<file path="src/design/fbpbe_pkg.sv">
// ----------------------------------------------------------------------------
// fbpbe_pkg: shared types and constants for the pixel blend engine
// Command record passed from the front end to the back end, register
// indexes, blend mode codes and the exact divide-by-255 helper.
// ----------------------------------------------------------------------------
package fbpbe_pkg;

    // Beat and register widths
    localparam int PIX_W      = 32;
    localparam int COORD_W    = 16;
    localparam int IN_DATA_W  = 64;
    localparam int CFG_IDX_W  = 2;
    localparam int CFG_DATA_W = 9;

    // Register indexes on the configuration port
    localparam logic [CFG_IDX_W-1:0] CFG_FB_WIDTH   = 2'd0;
    localparam logic [CFG_IDX_W-1:0] CFG_FB_HEIGHT  = 2'd1;
    localparam logic [CFG_IDX_W-1:0] CFG_BLEND_MODE = 2'd2;

    // Register reset values
    localparam logic [CFG_DATA_W-1:0] FB_WIDTH_RST  = 9'd256;
    localparam logic [CFG_DATA_W-1:0] FB_HEIGHT_RST = 9'd256;

    // Blend modes (the unused code behaves as replace)
    localparam logic [1:0] MODE_REPLACE = 2'd0;
    localparam logic [1:0] MODE_TRUNC   = 2'd1;
    localparam logic [1:0] MODE_ROUND   = 2'd2;

    // Request kinds carried on s_tuser
    localparam logic REQ_READ  = 1'b0;
    localparam logic REQ_WRITE = 1'b1;

    localparam logic [7:0]  ALPHA_OPAQUE = 8'hFF;
    localparam logic [7:0]  ALPHA_CLEAR  = 8'h00;
    localparam logic [15:0] ROUND_BIAS   = 16'd127;

    // What the back end has to do with one beat
    typedef enum logic [1:0] {
        CMD_READ,       // fetch pixel and return it
        CMD_READ_ZERO,  // out of bounds read, return zero
        CMD_WRITE,      // store source pixel as is
        CMD_BLEND       // read, blend, write back
    } cmd_kind_t;

    typedef struct packed {
        cmd_kind_t        kind;
        logic             rounded;  // 1: rounded blit blend, 0: truncating blend
        logic [PIX_W-1:0] src;
    } cmd_t;

    // Exact floor(v/255) for v up to 65152: q = (t + (t >> 8)) >> 8, t = v + 1.
    function automatic logic [7:0] div255(input logic [15:0] v);
        logic [16:0] t;
        logic [16:0] s;
        t = {1'b0, v} + 17'd1;
        s = t + {8'd0, t[16:8]};
        return s[15:8];
    endfunction

endpackage

</file>
<file path="src/design/fbpbe_front.sv">
// ----------------------------------------------------------------------------
// fbpbe_front: request intake and classification
// Holds the configuration registers, bounds checks the coordinate, forms
// the pixel address and decides what the back end must do with the beat.
// ----------------------------------------------------------------------------
module fbpbe_front #(
    parameter int MAX_WIDTH  = 256,
    parameter int MAX_HEIGHT = 256,
    localparam int DEPTH     = MAX_WIDTH * MAX_HEIGHT,
    localparam int AW        = (DEPTH > 1) ? $clog2(DEPTH) : 1
) (
    input  logic                                aclk,
    input  logic                                aresetn,
    // configuration write port
    input  logic                                cfg_wr_en,
    input  logic [fbpbe_pkg::CFG_IDX_W-1:0]     cfg_addr,
    input  logic [fbpbe_pkg::CFG_DATA_W-1:0]    cfg_wdata,
    // request stream
    input  logic                                s_tvalid,
    output logic                                s_tready,
    input  logic                                s_tuser,
    input  logic [fbpbe_pkg::IN_DATA_W-1:0]     s_tdata,
    // back end status
    input  logic                                clear_busy,
    // command queue push side
    input  logic                                q_full,
    output logic                                q_push,
    output fbpbe_pkg::cmd_t                     q_cmd,
    output logic [AW-1:0]                       q_addr
);

    // Clamp limits that fit the 9-bit size registers
    localparam int WCAP = (MAX_WIDTH > 511) ? 511 : MAX_WIDTH;
    localparam int HCAP = (MAX_HEIGHT > 511) ? 511 : MAX_HEIGHT;

    logic [fbpbe_pkg::CFG_DATA_W-1:0] fb_width_reg;
    logic [fbpbe_pkg::CFG_DATA_W-1:0] fb_height_reg;
    logic [1:0]                       blend_mode_reg;

    logic                             f_valid_reg, f_valid_next;
    fbpbe_pkg::cmd_t                  f_cmd_reg;
    logic [AW-1:0]                    f_addr_reg;

    logic                             accept;
    logic [fbpbe_pkg::COORD_W-1:0]    pos_x;
    logic [fbpbe_pkg::COORD_W-1:0]    pos_y;
    logic [fbpbe_pkg::PIX_W-1:0]      src_pixel;
    logic [8:0]                       eff_w;
    logic [8:0]                       eff_h;
    logic                             in_bounds;
    logic [17:0]                      row_base;
    logic [17:0]                      pix_idx;
    logic                             blend_on;
    logic                             keep;
    fbpbe_pkg::cmd_t                  cls_cmd;

    // Configuration registers
    always_ff @(posedge aclk) begin
        if (!aresetn) begin
            fb_width_reg   <= fbpbe_pkg::FB_WIDTH_RST;
            fb_height_reg  <= fbpbe_pkg::FB_HEIGHT_RST;
            blend_mode_reg <= fbpbe_pkg::MODE_REPLACE;
        end else if (cfg_wr_en) begin
            case (cfg_addr)
                fbpbe_pkg::CFG_FB_WIDTH:   fb_width_reg   <= cfg_wdata;
                fbpbe_pkg::CFG_FB_HEIGHT:  fb_height_reg  <= cfg_wdata;
                fbpbe_pkg::CFG_BLEND_MODE: blend_mode_reg <= cfg_wdata[1:0];
                default: ;
            endcase
        end
    end

    // Beat fields
    assign pos_x     = s_tdata[15:0];
    assign pos_y     = s_tdata[31:16];
    assign src_pixel = s_tdata[63:32];

    // Effective size and bounds check
    assign eff_w = (fb_width_reg > 9'(WCAP)) ? 9'(WCAP) : fb_width_reg;
    assign eff_h = (fb_height_reg > 9'(HCAP)) ? 9'(HCAP) : fb_height_reg;
    assign in_bounds = !pos_x[15] && !pos_y[15]
                    && (pos_x[14:0] < {6'd0, eff_w})
                    && (pos_y[14:0] < {6'd0, eff_h});

    // Row-major address y*W + x; only used when in bounds
    assign row_base = {9'd0, pos_y[8:0]} * {9'd0, eff_w};
    assign pix_idx  = row_base + {9'd0, pos_x[8:0]};

    // Classification
    assign blend_on = (blend_mode_reg == fbpbe_pkg::MODE_TRUNC)
                   || (blend_mode_reg == fbpbe_pkg::MODE_ROUND);

    always_comb begin
        keep            = 1'b1;
        cls_cmd.kind    = fbpbe_pkg::CMD_WRITE;
        cls_cmd.rounded = (blend_mode_reg == fbpbe_pkg::MODE_ROUND);
        cls_cmd.src     = src_pixel;
        if (s_tuser == fbpbe_pkg::REQ_READ) begin
            cls_cmd.kind = in_bounds ? fbpbe_pkg::CMD_READ : fbpbe_pkg::CMD_READ_ZERO;
        end else if (!in_bounds) begin
            keep = 1'b0;
        end else if (blend_on && src_pixel[7:0] == fbpbe_pkg::ALPHA_CLEAR) begin
            // transparent source leaves the pixel as it is
            keep = 1'b0;
        end else if (blend_on && src_pixel[7:0] != fbpbe_pkg::ALPHA_OPAQUE) begin
            cls_cmd.kind = fbpbe_pkg::CMD_BLEND;
        end
    end

    // Intake register, drained into the queue
    assign q_push   = f_valid_reg && !q_full;
    assign s_tready = !clear_busy && (!f_valid_reg || !q_full);
    assign accept   = s_tvalid && s_tready;

    always_comb begin
        f_valid_next = f_valid_reg;
        if (accept) begin
            f_valid_next = keep;
        end else if (q_push) begin
            f_valid_next = 1'b0;
        end
    end

    always_ff @(posedge aclk) begin
        if (!aresetn) begin
            f_valid_reg <= 1'b0;
        end else begin
            f_valid_reg <= f_valid_next;
        end
    end

    always_ff @(posedge aclk) begin
        if (accept) begin
            f_cmd_reg  <= cls_cmd;
            f_addr_reg <= AW'(pix_idx);
        end
    end

    assign q_cmd  = f_cmd_reg;
    assign q_addr = f_addr_reg;

endmodule

</file>
<file path="config.mk">
export PLATFORM = sky130hd
export DESIGN_NAME = fbpbe_front
export DESIGN_NICKNAME = d
export VERILOG_FILES = /design/src/design/fbpbe_pkg.sv /design/src/design/fbpbe_front.sv
export SDC_FILE = /design/constraint.sdc
export NUM_CORES = 1
export LEC_CHECK = 0
export BUFFER_PORTS_ARGS = -buffer_cell sky130_fd_sc_hd__buf_2
export CORE_MARGIN = 3
export CORE_UTILIZATION = 59
export DETAILED_ROUTE_END_ITERATION = 6
export PLACE_DENSITY_LB_ADDON = 0.25
export SYNTH_ARGS = -nofsm -noshare
export SYNTH_HDL_FRONTEND = slang
export SYNTH_SLANG_ARGS = --single-unit
</file>
<file path="constraint.sdc">
create_clock -name aclk -period 8.5 [get_ports aclk]
set_clock_uncertainty 0.15 [all_clocks]
set_input_delay 1.275 -clock aclk [delete_from_list [all_inputs] [get_ports aclk]]
set_output_delay 1.275 -clock aclk [all_outputs]
set_load 0.01 [all_outputs]
</file>
==> results_tabular.tex <==
\begin{tabular}{lr}
\hline
Metric & Value \\
\hline
\multicolumn{2}{l}{\textbf{Drt}} \\
\quad Final wirelength & 12.32 mm \\
\quad Antenna violation net count after detailed routing & 0 \\
\quad Per-cell via count in the routed design & 5.346 \\
\quad Overall via count from detail\_route & 4223 \\
\quad First drt pass iteration count & 5 \\
\quad Wire length per cell & 15.59 um \\
\quad DRC viols & 0 \\
\quad Number of design-rule violations left by the first detailed-router iteration & 201 \\
\multicolumn{2}{l}{\textbf{Logic synthesis}} \\
\quad Library cells used by synthesis & 40 \\
\quad Total of warnings raised by yosys & 0 \\
\quad Post-synth net total & 724 \\
\quad Post-Syn Area & 0.005682 sq mm \\
\quad Adder and majority gate portion of the synthesized area & 32.46\% \\
\quad Post-synthesis simple-gate area fraction & 15.77\% \\
\quad Portion of synthesized cell area occupied by the leading cell type & 26.95\% \\
\quad Most used standard cell by instance count after synthesis & sky130\_fd\_sc\_hd\_\_inv\_1 \\
\quad Mapped Cells & 527 \\
\quad Area share of xor/xnor cells in the synthesized design & 2.775\% \\
\quad Cell types occupying the most area after synthesis & sky130\_fd\_sc\_hd\_\_edfxtp\_1 27\%, sky130\_fd\_sc\_hd\_\_fa\_1 19\%, sky130\_fd\_sc\_hd\_\_ha\_1 13\%, sky130\_fd\_sc\_hd\_\_dfxtp\_1 7.4\%, sky130\_fd\_sc\_hd\_\_and2\_1 5.0\% \\
\quad Prevailing post-synth register cell & sky130\_fd\_sc\_hd\_\_edfxtp\_1 \\
\quad Flops \& latches, synth & 72 \\
\quad Main combinational cell family by area after synthesis & adder cells \\
\quad Area fraction in compound gates after synthesis & 5.836\% \\
\quad Ranking of synthesized cells by instance count & 64 x sky130\_fd\_sc\_hd\_\_inv\_1, 61 x sky130\_fd\_sc\_hd\_\_ha\_1, 54 x sky130\_fd\_sc\_hd\_\_fa\_1 \\
\quad Number of enable flip-flop cells after synthesis & 51 \\
\quad Synthesized area per cell & 10.78 sq um \\
\quad Library cell occupying the most area in the post-synthesis netlist & sky130\_fd\_sc\_hd\_\_edfxtp\_1 \\
\quad Sequential area share after synthesis & 34.35\% \\
\quad Mux cell area share after synthesis & 3.347\% \\
\quad Share of flip-flops with an asynchronous set or reset & 0\% \\
\multicolumn{2}{l}{\textbf{Clock tree}} \\
\quad Hold buffer count at cts & 0 \\
\quad Clock Tree Buf Depth & 2 \\
\quad CTS sink cnt & 72 \\
\quad Post-CTS Setup Inserts & 0 \\
\quad Clock transition at the registers of the reported paths & 0.08 ns \\
\quad H-tree depth & 3 \\
\quad Cts bufs inserted & 9 \\
\quad Worst-Skew Late Latency & 0.35 ns \\
\quad Clock Root Buffer & sky130\_fd\_sc\_hd\_\_clkbuf\_8 \\
\quad \# resized after CTS & 0 \\
\quad Clock tree from TritonCTS & built \\
\multicolumn{2}{l}{\textbf{Global route}} \\
\quad Number of antenna violations at the first check in global routing & 0 \\
\quad Pin count of the biggest net entering global routing & 47 \\
\quad Total global-route track usage & 24.00\% \\
\quad Number of global-route vias before repair & 4432 \\
\quad First-pass GRT wire length & 20.91 mm \\
\quad Remaining global-route overflow & 0 \\
\multicolumn{2}{l}{\textbf{Critical path}} \\
\quad Critical path data required time & 8.45 ns \\
\quad Critical path endpoint category & flop \\
\quad Signal arrival time at the worst endpoint & 5.78 ns \\
\quad Startpoint types & flop \\
\quad Crit Path Class & reg2reg \\
\quad Largest fanout of any net on the critical path & 18 \\
\multicolumn{2}{l}{\textbf{Place}} \\
\quad RePlAce Congestion & 0.8791 \\
\quad Placed insts & 774 \\
\quad Detailed-placement wirelength estimate & 9.874 mm \\
\quad IO Port Bufs & 134 \\
\multicolumn{2}{l}{\textbf{Timing}} \\
\quad Fmax & 171.6 MHz \\
\quad Worst Hold Slack & 0.3739 ns \\
\quad Final cycle utilization of the critical path & 68.55\% \\
\quad Setup TNS & 0 ns \\
\quad Number of endpoints failing setup at the final stage & 0 \\
\quad Post-layout minimum cycle time & 5.827 ns \\
\quad Hold Fails Final Rpt & 0 \\
\quad Transition time of the tightest slew-check pin & 0.9679 ns \\
\quad Max-slew headroom & 35.19\% \\
\quad Final Slew Violations & 0 \\
\quad Setup repair after global routing missed its margin & false \\
\multicolumn{2}{l}{\textbf{Finish}} \\
\quad Number of flip-flops in the largest register & 35 \\
\quad Fill cell total of the finished layout & 722 \\
\quad Final-stage net count & 853 \\
\quad Proportion of layout cells with a drive suffix above 1 & 23.30\% \\
\quad Combined area of the multi-input logic cells & 0.003436 sq mm \\
\quad Layout area overhead & 17.86\% \\
\quad Fin cells & 790 \\
\quad Total area of sequential cells & 0.001952 sq mm \\
\quad Diodes inserted & 0 \\
\multicolumn{2}{l}{\textbf{Status}} \\
\quad Outcome & complete, no violations \\
\multicolumn{2}{l}{\textbf{Power and ir drop}} \\
\quad Overall power consumption & 0.0008359 W \\
\quad Switching Fraction & 26.13\% \\
\quad Power share of the clock group & 37.0\% \\
\quad Combinational Power Share & 15.3\% \\
\quad Switching power & 0.0002184 W \\
\quad Static Leakage & 3.209 nW \\
\quad Relative contribution of sequential cells to total power & 47.8\% \\
\quad Power Internal & 0.0006175 W \\
\quad Largest vdd supply drop & 0.0001311 V \\
\quad Power per unit of standard cell area & 124.8 mW/mm\^{}2 \\
\multicolumn{2}{l}{\textbf{Floorplan}} \\
\quad Vertical die dimension & 104.1 um \\
\quad Row count & 35 \\
\quad Full die area & 0.01084 sq mm \\
\quad Initial standard-cell utilization of the core & 61.20\% \\
\quad Chip width & 104.1 um \\
\quad Core footprint & 0.009284 sq mm \\
\quad Boundary Pins & 135 \\
\multicolumn{2}{l}{\textbf{Run}} \\
\quad Max-capacitance violation count & 0 \\
\multicolumn{2}{l}{\textbf{Worst hold path}} \\
\quad Tightest Hold Check Type & reg2reg \\
\hline
\end{tabular}
-- per-layer routing --
| layer | up-vias | track usage, % | wire length (um) |
|---|---|---|---|
| met5 | - | 0 | 0 |
| met1 | 2033 | 30.40 | 5146 |
| met4 | 0 | 7.407 | 201 |
| met3 | 18 | 5.462 | 767 |
| li1 | 2019 | - | - |
| met2 | 153 | 41.13 | 6205 |
-- power groups by stage --
stage,Combinational [W],Sequential (W),Clock [W]
2_1_floorplan,0.0000681,0.000413,0
3_3_place_gp,0.000123,0.000407,0
3_5_place_dp,0.000127,0.000407,0
4_1_cts,0.000129,0.000399,0.000316
5_1_grt,0.000144,0.000401,0.000332
6_report,0.000128,0.000399,0.000309
-- final timing paths --
check                       start              end  slack [ns]  depth (start not counted)
setup / recovery  fb_width_reg[8]       q_addr[12]        2.67                         16
hold / removal    fb_width_reg[5]  fb_width_reg[5]        0.37                          2
setup reg to reg  fb_width_reg[8]       q_addr[12]        2.67                         16
hold reg to reg   fb_width_reg[5]  fb_width_reg[5]        0.37                          2
-- critical path: stages (launching register included) --
cell,delay (ns)
sky130_fd_sc_hd__dfxtp_1,0.53
sky130_fd_sc_hd__nor2b_1,0.76
sky130_fd_sc_hd__nand2_1,0.16
sky130_fd_sc_hd__fa_1,0.49
sky130_fd_sc_hd__fa_1,0.54
sky130_fd_sc_hd__inv_1,0.05
sky130_fd_sc_hd__fa_1,0.50
sky130_fd_sc_hd__fa_1,0.55
sky130_fd_sc_hd__inv_1,0.05
sky130_fd_sc_hd__fa_1,0.50
sky130_fd_sc_hd__inv_1,0.05
sky130_fd_sc_hd__ha_1,0.35
sky130_fd_sc_hd__nand2_1,0.08
sky130_fd_sc_hd__nor3_1,0.26
sky130_fd_sc_hd__a21oi_1,0.13
sky130_fd_sc_hd__a211o_1,0.30
sky130_fd_sc_hd__xnor2_1,0.13
-- logic make-up (layout without fill, tap and decap cells) --
| family | Yosys count | count (layout) |
|---|---|---|
| and+or+nand+nor | 169 | 169 |
| adders and majority gates | 115 | 115 |
| buffers and inverters | 82 | 216 |
| DFF | 72 | 72 |
| AOI/OAI and AO/OA | 52 | 52 |
| muxes | 19 | 19 |
| xor gates and xnor gates | 18 | 18 |
-- metrics by stage --
stage	util [%]	setup slack, ns	area [sq um]
finish	72.13	2.673	6696
global route	72.13	2.333	6696
CTS	72.13	2.701	6696
detailed placement	69.70	2.463	6471
global placement	69.70	2.609	6471
floorplan	-	2.760	5682
-- layout make-up --
class | count | share of cell area (%)
multi-input cells | 373 | 51.31
flip-flops and latches | 72 | 29.15
repair buffers | 135 | 10.13
inverters | 65 | 3.643
well taps | 129 | 2.410
clock buffers | 9 | 1.850
clock inverters | 7 | 1.513
-- cells in the final DEF (no fill, tap or decap), drive strengths merged, types with 19 or more instances in the layout --
cell type  count
buf          135
inv           67
ha            61
fa            54
edfxtp        51
nand2         48
and2          45
nor2b         27
dfxtp         21
mux2i         19
Note: power is estimated with default switching activity, not from simulation.
