`src/design/fbpbe_queue.sv`:
```
// ----------------------------------------------------------------------------
// fbpbe_queue: small command FIFO between front and back end
// Register based, head entry visible combinationally.
// ----------------------------------------------------------------------------
module fbpbe_queue #(
    parameter int DW    = 40,
    parameter int DEPTH = 4,
    localparam int PW   = (DEPTH > 1) ? $clog2(DEPTH) : 1
) (
    input  logic          aclk,
    input  logic          aresetn,
    input  logic          push,
    input  logic [DW-1:0] push_data,
    input  logic          pop,
    output logic [DW-1:0] head_data,
    output logic          empty,
    output logic          full
);

    logic [DW-1:0] entry_reg [DEPTH];
    logic [PW-1:0] wr_ptr_reg, wr_ptr_next;
    logic [PW-1:0] rd_ptr_reg, rd_ptr_next;
    logic [PW:0]   count_reg, count_next;

    assign empty     = (count_reg == '0);
    assign full      = (count_reg == (PW+1)'(DEPTH));
    assign head_data = entry_reg[rd_ptr_reg];

    // Pointer and fill count update, wrapping at DEPTH
    always_comb begin
        wr_ptr_next = wr_ptr_reg;
        rd_ptr_next = rd_ptr_reg;
        count_next  = count_reg;
        if (push) begin
            wr_ptr_next = (wr_ptr_reg == PW'(DEPTH - 1)) ? '0 : wr_ptr_reg + 1'b1;
        end
        if (pop) begin
            rd_ptr_next = (rd_ptr_reg == PW'(DEPTH - 1)) ? '0 : rd_ptr_reg + 1'b1;
        end
        if (push && !pop) begin
            count_next = count_reg + 1'b1;
        end else if (pop && !push) begin
            count_next = count_reg - 1'b1;
        end
    end

    always_ff @(posedge aclk) begin
        if (!aresetn) begin
            wr_ptr_reg <= '0;
            rd_ptr_reg <= '0;
            count_reg  <= '0;
        end else begin
            wr_ptr_reg <= wr_ptr_next;
            rd_ptr_reg <= rd_ptr_next;
            count_reg  <= count_next;
        end
    end

    always_ff @(posedge aclk) begin
        if (push) begin
            entry_reg[wr_ptr_reg] <= push_data;
        end
    end

endmodule

```
`config.mk`:
```
export PLATFORM = sky130hd
export DESIGN_NAME = fbpbe_queue
export DESIGN_NICKNAME = d
export VERILOG_FILES = /design/src/design/fbpbe_queue.sv
export SDC_FILE = /design/constraint.sdc
export NUM_CORES = 1
export LEC_CHECK = 0
export BUFFER_PORTS_ARGS = -buffer_cell sky130_fd_sc_hd__buf_4
export CAP_MARGIN = 30
export CORE_MARGIN = 8
export CORE_UTILIZATION = 44
export CTS_BUF_LIST = sky130_fd_sc_hd__clkbuf_2
export CTS_CLUSTER_DIAMETER = 40
export DETAILED_ROUTE_END_ITERATION = 10
export HOLD_SLACK_MARGIN = 0.05
export SYNTH_ARGS = -nofsm -noshare
export SYNTH_HDL_FRONTEND = slang
export SYNTH_SLANG_ARGS = --single-unit
```
`constraint.sdc`:
```
create_clock -name aclk -period 2.5 [get_ports aclk]
set_input_delay 0 -clock aclk [delete_from_list [all_inputs] [get_ports aclk]]
set_output_delay 0 -clock aclk [all_outputs]
set_load 0.03 [all_outputs]
```
==> impl_metrics.env, run 1 <==
export IMPL_status="completed"
export IMPL_drc=0
export IMPL_overflow=0
export IMPL_hold_depth=4
export IMPL_fillCellCount=1067
export IMPL_place_ws_ns=0.8652
export IMPL_final_nets=494
export IMPL_drt_wl_total_um=11620
export IMPL_clk_pin_slew_worst_paths_ns=0.22
export IMPL_row_count=43
export IMPL_start_util=0.4503
export IMPL_final_max_slew_viol_count=0
export IMPL_holdCritPathClass="in -> reg"
export IMPL_ys_types=21
export IMPL_drive_above_1_share=0.3648
export IMPL_setup_tns_ns=0
export IMPL_clockBufferDepth=2
export IMPL_cts_tree="done"
export IMPL_final_common_cell="edfxtp_1"
export IMPL_netlist_area_um2=6275
export IMPL_path_max_fanout=36
export IMPL_power_density_nw_per_um2=659.0
export IMPL_wire_per_inst_um=18.27
export IMPL_setup_slack_ns=0.2757
export IMPL_timing_hold_violations_final=0
export IMPL_worstMarginPinSlew_ns=0.5207
export IMPL_worstPathArrival_ns=2.22
export IMPL_ios=86
export IMPL_worstPathRequired_ns=2.50
export IMPL_grt_pass1_vias=3495
export IMPL_fin_worst_skew_ns=0.02815
export IMPL_layout_cells_most_common_list="160 x edfxtp_1, 89 x buf_4, 86 x dlygate4sd3_1"
export IMPL_synth_top_area_frac=0.7657
export IMPL_cts_root_buf="clkbuf_2"
export IMPL_htreeDepth=4
export IMPL_finalSetupViolCount=0
export IMPL_largest_reg_flops=160
export IMPL_yosysWarnings=0
export IMPL_max_slew_margin=0.6528
export IMPL_vias=3141
export IMPL_gp_congestion=0.6927
export IMPL_p_leak_uw=0.002866
export IMPL_cp_end_kind="primary output"
export IMPL_cts_sinks=169
export IMPL_insertion_delay_ns=0.70
export IMPL_grt_max_degree=37
export IMPL_core_um2=13930
export IMPL_grt_usage=0.1378
export IMPL_routed_via_density=4.939
export IMPL_synth_seq_cells=169
export IMPL_yosysTopAreaCell="edfxtp_1"
export IMPL_dieHeight_um=135.4
export IMPL_cts_setup_buffers=0
export IMPL_final_util=0.5907
export IMPL_syn_to_final_growth_pct=31.19
export IMPL_ir_worst_vdd_v=0.0004175
export IMPL_reg2reg_depth=3
export IMPL_grt_pass1_wl_um=18880
export IMPL_critPathKind="reg -> out"
export IMPL_rsz0062_at_grt="no"
export IMPL_fin_crit_ns=2.224
export IMPL_path_cells="buf_12 -> mux4_2 -> buf_4"
export IMPL_hpwlAfterDp_um=7165
export IMPL_seq_area_frac_synth=0.7944
export IMPL_hold_slack_ns=0.1899
export IMPL_synthTopCellsByArea="edfxtp_1 77%, mux4_2 14%, dfxtp_1 2.9%, buf_12 1.3%, ha_1 1.2%"
export IMPL_syn_area_per_cell_um2=24.80
export IMPL_critical_path_slowest_cell="mux4_2"
export IMPL_synthesis_nets=304
export IMPL_cts_buffers=17
export IMPL_dr_pass1_iters=4
export IMPL_die_w_um=135.4
export IMPL_startpoint_type="flop"
export IMPL_ctsResizeCount=0
export IMPL_min_period_over_period=0.8897
export IMPL_antenna_left=0
export IMPL_die_area_um2=18340
export IMPL_final_cells=636
export IMPL_portBuffers=85
export IMPL_maxClockFrequency_mhz=449.6
export IMPL_cap_violations=0
export IMPL_antenna_found_initial=1
export IMPL_cp_slowest_stage_delay_ns=0.58
export IMPL_synth_cells=253
export IMPL_first_iter_violations=231
export IMPL_placedCellCount=518
==> synth_stat cells, drive strengths merged <==
cell / count
nor3b: 1
a21boi: 1
and2: 5
nor2: 1
nor3: 2
mux4: 40
fa: 1
dfxtp: 9
or3: 1
ha: 6
nor2b: 5
inv: 4
o21a: 1
xor2: 1
xnor2: 1
buf: 9
mux2i: 4
o21ai: 1
edfxtp: 160
==> worst paths after layout <==
check | startpoint | to | slack (ns)
worst max-delay path | flop | head_data[15] | 0.28
worst min-delay path | pop | rd_ptr_reg[0]$_SDFFE_PN0P_ | 0.19
worst max register to register | wr_ptr_reg[0]$_SDFFE_PN0P_ | entry_reg[3][21]$_DFFE_PP_ | 0.83
worst min register to register | count_reg[2]$_SDFFE_PN0P_ | count_reg[2]$_SDFFE_PN0P_ | 0.54
==> logic make-up after synthesis <==
logic type	count (synthesis)	share of synthesized area
mux	44	0.1499
buf+inv	13	0.02014
simple gates	15	0.01436
flops	169	0.7944
fa+ha+maj	7	0.01515
compound gates	3	0.003191
xor+xnor	2	0.002792
==> stage by stage <==
step	area, µm²	total power [µW]
floorplan	6275	3821
global placement	7167	4123
detailed placement	7167	4133
CTS	8229	5501
global route	8232	5661
finish	8232	5425
==> cell type report <==
| type | instances | area (µm²) | area share |
|---|---|---|---|
| Sequential cell | 169 | 4990 | 0.6062 |
| Antenna cell | 1 | 2.502 | 0.0003040 |
| Timing Repair Buffer | 180 | 1629 | 0.1979 |
| Tap cell | 180 | 225.2 | 0.02736 |
| Clock buffer | 18 | 90.09 | 0.01094 |
| Clock inverter | 13 | 111.4 | 0.01353 |
| Multi-Input combinational cell | 71 | 1169 | 0.1420 |
| Inverter | 4 | 15.01 | 0.001824 |
==> routing by layer <==
layer | vias up | global-route usage | wire length, µm
met2 | 68 | 0.2228 | 5897
met1 | 1600 | 0.1654 | 4877
met5 | - | 0 | 0
met3 | 16 | 0.04414 | 613
met4 | 0 | 0.06416 | 231
li1 | 1457 | - | -
==> what timing repair did <==
action | in CTS | in global routing
setup endpoints to repair | 0 | 0
hold buffers | 86 | 0
endpoints found under the hold margin | 278 | 0
==> critical path: cells and delay by family (launching register included) <==
family,cells,cell delay [ns]
DFF,1,0.45
muxes,1,0.58
buffers and inverters,2,0.49
==> power breakdown <==
| group | leakage, µW | internal (µW) | switching [µW] |
|---|---|---|---|
| sequential | 0.00154 | 3230 | 44.7 |
| clock | 0.000131 | 430 | 834 |
| combinational | 0.00119 | 423 | 459 |
| total | 0.00287 | 4090 | 1340 |
Power figures use the tool's default switching activity.
==> run 2, diff against run 1 <==
--- a/config.mk
+++ b/config.mk
@@ -7,12 +7,15 @@
 export LEC_CHECK = 0
 export BUFFER_PORTS_ARGS = -buffer_cell sky130_fd_sc_hd__buf_4
 export CAP_MARGIN = 30
+export CELL_PAD_IN_SITES_DETAIL_PLACEMENT = 1
+export CELL_PAD_IN_SITES_GLOBAL_PLACEMENT = 2
 export CORE_MARGIN = 8
 export CORE_UTILIZATION = 44
 export CTS_BUF_LIST = sky130_fd_sc_hd__clkbuf_2
-export CTS_CLUSTER_DIAMETER = 40
 export DETAILED_ROUTE_END_ITERATION = 10
 export HOLD_SLACK_MARGIN = 0.05
+export MAX_ROUTING_LAYER = met4
+export PLACE_DENSITY_LB_ADDON = 0.1
 export SYNTH_ARGS = -nofsm -noshare
 export SYNTH_HDL_FRONTEND = slang
 export SYNTH_SLANG_ARGS = --single-unit
==> run 2 against run 1 <==
  * Sequential power hardly changed
  * Fmax barely moved
  * Setup slack worse by 0.0014 ns
  * Core utilization is 0.45 points higher
  * Non-clock buffer count grew 7
  * Register-to-register slack about the same
  * Clock power increased by 12%
  * Largest power group unchanged
==> impl_metrics.env, run 2 (same netlist as run 1, synthesis figures left out) <==
export IMPL_antenna_left=0
export IMPL_drive_above_1_share=0.3888
export IMPL_hpwlAfterDp_um=7966
export IMPL_fillCellCount=1212
export IMPL_reg2reg_depth=3
export IMPL_portBuffers=85
export IMPL_first_iter_violations=194
export IMPL_final_nets=501
export IMPL_final_max_slew_viol_count=0
export IMPL_maxClockFrequency_mhz=449.3
export IMPL_worstPathArrival_ns=2.23
export IMPL_grt_pass1_vias=3626
export IMPL_dieHeight_um=135.4
export IMPL_cp_slowest_stage_delay_ns=0.59
export IMPL_drc=0
export IMPL_htreeDepth=4
export IMPL_hold_depth=4
export IMPL_p_leak_uw=0.002903
export IMPL_wire_per_inst_um=19.50
export IMPL_insertion_delay_ns=0.71
export IMPL_path_cells="buf_4 -> mux4_2 -> buf_4"
export IMPL_vias=3209
export IMPL_drt_wl_total_um=12560
export IMPL_cts_sinks=169
export IMPL_fin_crit_ns=2.226
export IMPL_antenna_found_initial=1
export IMPL_crit_top_cell="buf_4"
export IMPL_cap_violations=0
export IMPL_r2r_end="entry_reg[1][36]$_DFFE_PP_"
export IMPL_startpoint_type="flop"
export IMPL_holdCritPathClass="in -> reg"
export IMPL_cts_tree="done"
export IMPL_fin_worst_skew_ns=0.02262
export IMPL_grt_pass1_wl_um=19600
export IMPL_ios=86
export IMPL_r2r_start="wr_ptr_reg[0]$_SDFFE_PN0P_"
export IMPL_dr_pass1_iters=4
export IMPL_cp_end_kind="primary output"
export IMPL_rsz0062_at_grt="no"
export IMPL_max_slew_margin=0.6351
export IMPL_syn_to_final_growth_pct=32.18
export IMPL_routed_via_density=4.983
export IMPL_grt_max_degree=29
export IMPL_r2r_slack_ns=0.82
export IMPL_cts_buffers=17
export IMPL_finalSetupViolCount=0
export IMPL_power_density_nw_per_um2=673.8
export IMPL_timing_hold_violations_final=0
export IMPL_die_area_um2=18340
export IMPL_setup_tns_ns=0
export IMPL_layout_cells_most_common_list="160 x edfxtp_1, 99 x buf_4, 85 x dlygate4sd3_1"
export IMPL_ir_worst_vdd_v=0.0004200
export IMPL_cts_root_buf="clkbuf_2"
export IMPL_clk_pin_slew_worst_paths_ns=0.24
export IMPL_critPathKind="reg -> out"
export IMPL_die_w_um=135.4
export IMPL_gp_congestion=0.6650
export IMPL_grt_usage=0.1491
export IMPL_clockBufferDepth=2
export IMPL_status="completed"
export IMPL_overflow=0
export IMPL_row_count=43
export IMPL_critical_path_slowest_cell="dfxtp_2"
export IMPL_core_um2=13930
export IMPL_path_max_fanout=17
export IMPL_setup_slack_ns=0.2743
export IMPL_start_util=0.4503
export IMPL_min_period_over_period=0.8903
export IMPL_worstHoldStart="pop"
export IMPL_worstPathRequired_ns=2.50
export IMPL_final_common_cell="edfxtp_1"
export IMPL_largest_reg_flops=160
export IMPL_place_ws_ns=0.8189
export IMPL_worstMarginPinSlew_ns=0.5474
==> run 2: what timing repair did <==
item,CTS,global route
setup endpoints to repair,0,8
resized for setup,0,0
buffers inserted,0,5
hold buffers,85,0
endpoints found under the hold margin,249,0
==> run 2: worst max-delay path by stage <==
stage / end / slack, ns / cells past startpoint
floorplan: entry_reg[3][0]$_DFFE_PP_ / 0.58 / 2
CTS: head_data[36] / 0.07 / 3
detailed placement: entry_reg[1][39]$_DFFE_PP_ / 0.82 / 3
finish: head_data[27] / 0.27 / 3
global placement: entry_reg[1][19]$_DFFE_PP_ / 0.85 / 3
global route: head_data[15] / 0.11 / 3
==> run 2: cell type report <==
type | count | area, µm² | share of cell area
Timing Repair Buffer | 187 | 1654 | 0.1994
Clock buffer | 18 | 90.09 | 0.01086
Multi-Input combinational cell | 71 | 1169 | 0.1409
Sequential cell | 169 | 4990 | 0.6016
Tap cell | 180 | 225.2 | 0.02715
Clock inverter | 14 | 148.9 | 0.01795
Inverter | 4 | 15.01 | 0.001810
Antenna cell | 1 | 2.502 | 0.0003017
==> run 2: critical path, delay by kind of cell, from the launching register on <==
family                 cells  cell delay, ns
buffers and inverters      2            0.53
flip-flops                 1            0.59
multiplexers               1            0.38
==> run 2: power by group <==
group	internal [µW]	switching, µW	total (µW)
Clock	468	944	1410
Combinational	431	462	893
Sequential	3230	49.5	3280
==> run 2: through the flow <==
stage / power, µW / cell area [µm²] / std cells / util / hold slack [ns]
floorplan: 3821 / 6275 / 253 / - / 0.09887
global placement: 4124 / 7164 / 521 / 0.5141 / 0.2005
detailed placement: 4145 / 7164 / 521 / 0.5141 / 0.2087
CTS: 5640 / 8254 / 638 / 0.5924 / 0.08053
global route: 5793 / 8294 / 644 / 0.5952 / 0.07598
finish: 5589 / 8294 / 644 / 0.5952 / 0.1480
==> run 2: routing by layer <==
layer	track usage	share of wire
met5	-	0
met3	0.04080	0.044
met1	0.1685	0.41
met4	0.05552	0.014
met2	0.2495	0.53
==> run 3, diff against run 2 <==
--- a/config.mk
+++ b/config.mk
@@ -5,12 +5,13 @@
 export SDC_FILE = /design/constraint.sdc
 export NUM_CORES = 1
 export LEC_CHECK = 0
+export ABC_AREA = 1
 export BUFFER_PORTS_ARGS = -buffer_cell sky130_fd_sc_hd__buf_4
 export CAP_MARGIN = 30
 export CELL_PAD_IN_SITES_DETAIL_PLACEMENT = 1
 export CELL_PAD_IN_SITES_GLOBAL_PLACEMENT = 2
 export CORE_MARGIN = 8
-export CORE_UTILIZATION = 44
+export CORE_UTILIZATION = 42
 export CTS_BUF_LIST = sky130_fd_sc_hd__clkbuf_2
 export DETAILED_ROUTE_END_ITERATION = 10
 export HOLD_SLACK_MARGIN = 0.05
==> run 3 against run 2 <==
  * Hold slack better by 0.023 ns
  * Count of clock-buffer cells in the layout is 5 higher
  * Area after synthesis is 3.8% higher
  * Power is 9.9% higher
  * Design area is 2.2% higher
  * Via count is 31% higher
  * Critical endpoint is now wr_ptr_reg[1]$_SDFFE_PN0P_
==> impl_metrics.env, run 3 <==
export IMPL_status="completed"
export IMPL_htreeDepth=4
export IMPL_grt_max_degree=81
export IMPL_worstPathArrival_ns=3.07
export IMPL_die_w_um=140.5
export IMPL_cts_buffers=17
export IMPL_combinationalPowerShare=0.159
export IMPL_timing_hold_violations_final=0
export IMPL_final_nets=676
export IMPL_synth_compound_area_frac=0.1063
export IMPL_clk_pin_slew_worst_paths_ns=0.22
export IMPL_muxShareOfSynthArea=0
export IMPL_fin_worst_skew_ns=0.03158
export IMPL_seq_area_frac_synth=0.7656
export IMPL_vias=4207
export IMPL_max_slew_margin=0.5648
export IMPL_holdCritPathClass="in -> reg"
export IMPL_synth_commonest_cells="160 x edfxtp_1, 88 x nor2_1, 43 x o21ai_0, 40 x o22ai_1, 37 x o21ai_1"
export IMPL_final_common_cell="edfxtp_1"
export IMPL_final_util=0.5576
export IMPL_grt_pass1_vias=4634
export IMPL_total_power_uw=6143
export IMPL_synth_seq_cells=169
export IMPL_start_util=0.4283
export IMPL_cap_violations=0
export IMPL_rsz0062_at_grt="no"
export IMPL_power_density_nw_per_um2=724.7
export IMPL_overflow=0
export IMPL_dieHeight_um=140.5
export IMPL_synth_simple_area_share=0.06015
export IMPL_path_max_fanout=3
export IMPL_cts_tree="done"
export IMPL_ys_async_sr_fraction=0
export IMPL_p_sw_frac=0.2516
export IMPL_min_period_over_period=0.9806
export IMPL_critPathKind="in -> reg"
export IMPL_worstMarginPinSlew_ns=0.6518
export IMPL_gp_congestion=0.7486
export IMPL_wl_met1_um=6801
export IMPL_setup_tns_ns=0
export IMPL_fillCellCount=1484
export IMPL_syn_area_per_cell_um2=14.60
export IMPL_synth_top_family_by_area="compound AO/OA/AOI/OAI gates"
export IMPL_ys_flop_type="edfxtp_1"
export IMPL_core_um2=15200
export IMPL_first_iter_violations=237
export IMPL_ios=86
export IMPL_insertion_delay_ns=0.69
export IMPL_internal_power_uw=4598
export IMPL_syn_to_final_growth_pct=30.19
export IMPL_placedInstanceArea_um2=7223
export IMPL_synthAdderAreaFrac=0.01460
export IMPL_ir_worst_vdd_v=0.0003711
export IMPL_hpwlAfterDp_um=9244
export IMPL_dr_pass1_iters=4
export IMPL_wl_met2_um=8149
export IMPL_layout_cells_most_common_list="160 x edfxtp_1, 93 x buf_4, 89 x dlygate4sd3_1"
export IMPL_cts_sinks=169
export IMPL_p_leak_uw=0.003100
export IMPL_yosysWarnings=0
export IMPL_clockBufferDepth=2
export IMPL_startpoint_type="primary input"
export IMPL_drive_above_1_share=0.2147
export IMPL_largest_reg_flops=160
export IMPL_antenna_found_initial=1
export IMPL_synth_cells=446
export IMPL_synthesis_nets=497
export IMPL_routed_via_density=5.087
export IMPL_drc=0
export IMPL_fin_crit_ns=2.451
export IMPL_cts_root_buf="clkbuf_2"
export IMPL_antenna_left=0
export IMPL_post_synth_top_count_cell="edfxtp_1"
export IMPL_netlist_area_um2=6511
export IMPL_design_area_um2=8477
export IMPL_final_max_slew_viol_count=0
export IMPL_yosysTopAreaCell="edfxtp_1"
export IMPL_p_switching_uw=1546
export IMPL_seq_area_um2=4992
export IMPL_synthTopCellsByArea="edfxtp_1 74%, nor2_1 5.1%, o22ai_1 3.8%, o21ai_0 3.3%, o21ai_1 2.8%"
export IMPL_portBuffers=85
export IMPL_highest_layer="met4"
export IMPL_cp_end_kind="flop"
export IMPL_wl_met3_um=673
export IMPL_grt_pass1_wl_um=24800
export IMPL_drt_wl_total_um=15760
export IMPL_grt_usage=0.1683
export IMPL_synth_edf_count=160
export IMPL_ys_types=22
export IMPL_wire_per_inst_um=19.05
export IMPL_maxClockFrequency_mhz=407.9
export IMPL_multi_input_area_um2=1187
export IMPL_worstPathRequired_ns=3.12
export IMPL_pwr_share_seq=0.535
export IMPL_power_frac_clock=0.305
export IMPL_finalSetupViolCount=0
export IMPL_synth_xor_xnor_area_share=0.001345
export IMPL_row_count=45
export IMPL_die_area_um2=19740
export IMPL_synth_top_area_frac=0.7379
[run 3: cells by family (layout without fill, tap and decap cells)]
kind of cell,after synthesis,in the layout
and+or+nand+nor,102,102
other,0,1
DFF,169,169
xor gates and xnor gates,1,1
AOI/OAI and AO/OA,126,126
buffers and inverters,41,233
adders and majority gates,7,7
[run 3: metal layers]
metal / up-vias / GRT usage
met4: 0 / 0.04864
met2: 86 / 0.2888
met3: 6 / 0.04621
met5: - / -
met1: 2099 / 0.1899
li1: 2016 / -
[run 3: repair_timing]
action	CTS	global route
pin swaps	0	0
hold endpoints to repair	254	0
gates resized for setup	0	1
endpoints found under the setup margin	5	2
buffers inserted	1	0
hold buffers	89	0
[run 3: worst max-delay path: stages]
cell and delay (ns):
dlygate4sd3_1 0.53, dlygate4sd3_1 0.56, buf_4 0.15, dlygate4sd3_1 0.60, o21ai_0 0.09, dlygate4sd3_1 0.57
a21oi_1 0.04, dlygate4sd3_1 0.54
[run 3: power by group through the flow]
stage | clock (µW) | sequential [µW] | combinational, µW
after detailed placement | 0 | 3360 | 857
after CTS | 1910 | 3290 | 989
after floorplan | 0 | 3320 | 561
after global placement | 0 | 3360 | 839
after global routing | 2000 | 3300 | 1060
final | 1880 | 3290 | 979
[run 3: final timing paths]
path,end,slack (ns),from,depth (start not counted)
setup / recovery,wr_ptr_reg[1]$_SDFFE_PN0P_,0.05,aresetn,8
hold / removal,rd_ptr_reg[1]$_SDFFE_PN0P_,0.17,pop,4
setup reg to reg,wr_ptr_reg[1]$_SDFFE_PN0P_,0.31,wr_ptr_reg[0]$_SDFFE_PN0P_,6
hold reg to reg,flop,0.56,rd_ptr_reg[1]$_SDFFE_PN0P_,2
[run 3: cell type report]
cell class,count,share of cell area
Antenna cell,1,0.0002952
Clock buffer,23,0.01358
Clock inverter,9,0.02627
Inverter,16,0.008561
Multi-Input combinational cell,236,0.1401
Sequential cell,169,0.5889
Tap cell,188,0.02775
Timing Repair Buffer,185,0.1945
[run 3: metrics by stage]
step,worst slack [ns],hold WS [ns],std cells
5_1_grt,0.02085,0.09865,827
3_5_place_dp,0.7765,0.2074,704
2_1_floorplan,0.7296,0.09887,446
3_3_place_gp,0.8451,0.2014,704
6_report,0.04851,0.1707,827
4_1_cts,0.05578,0.06807,826
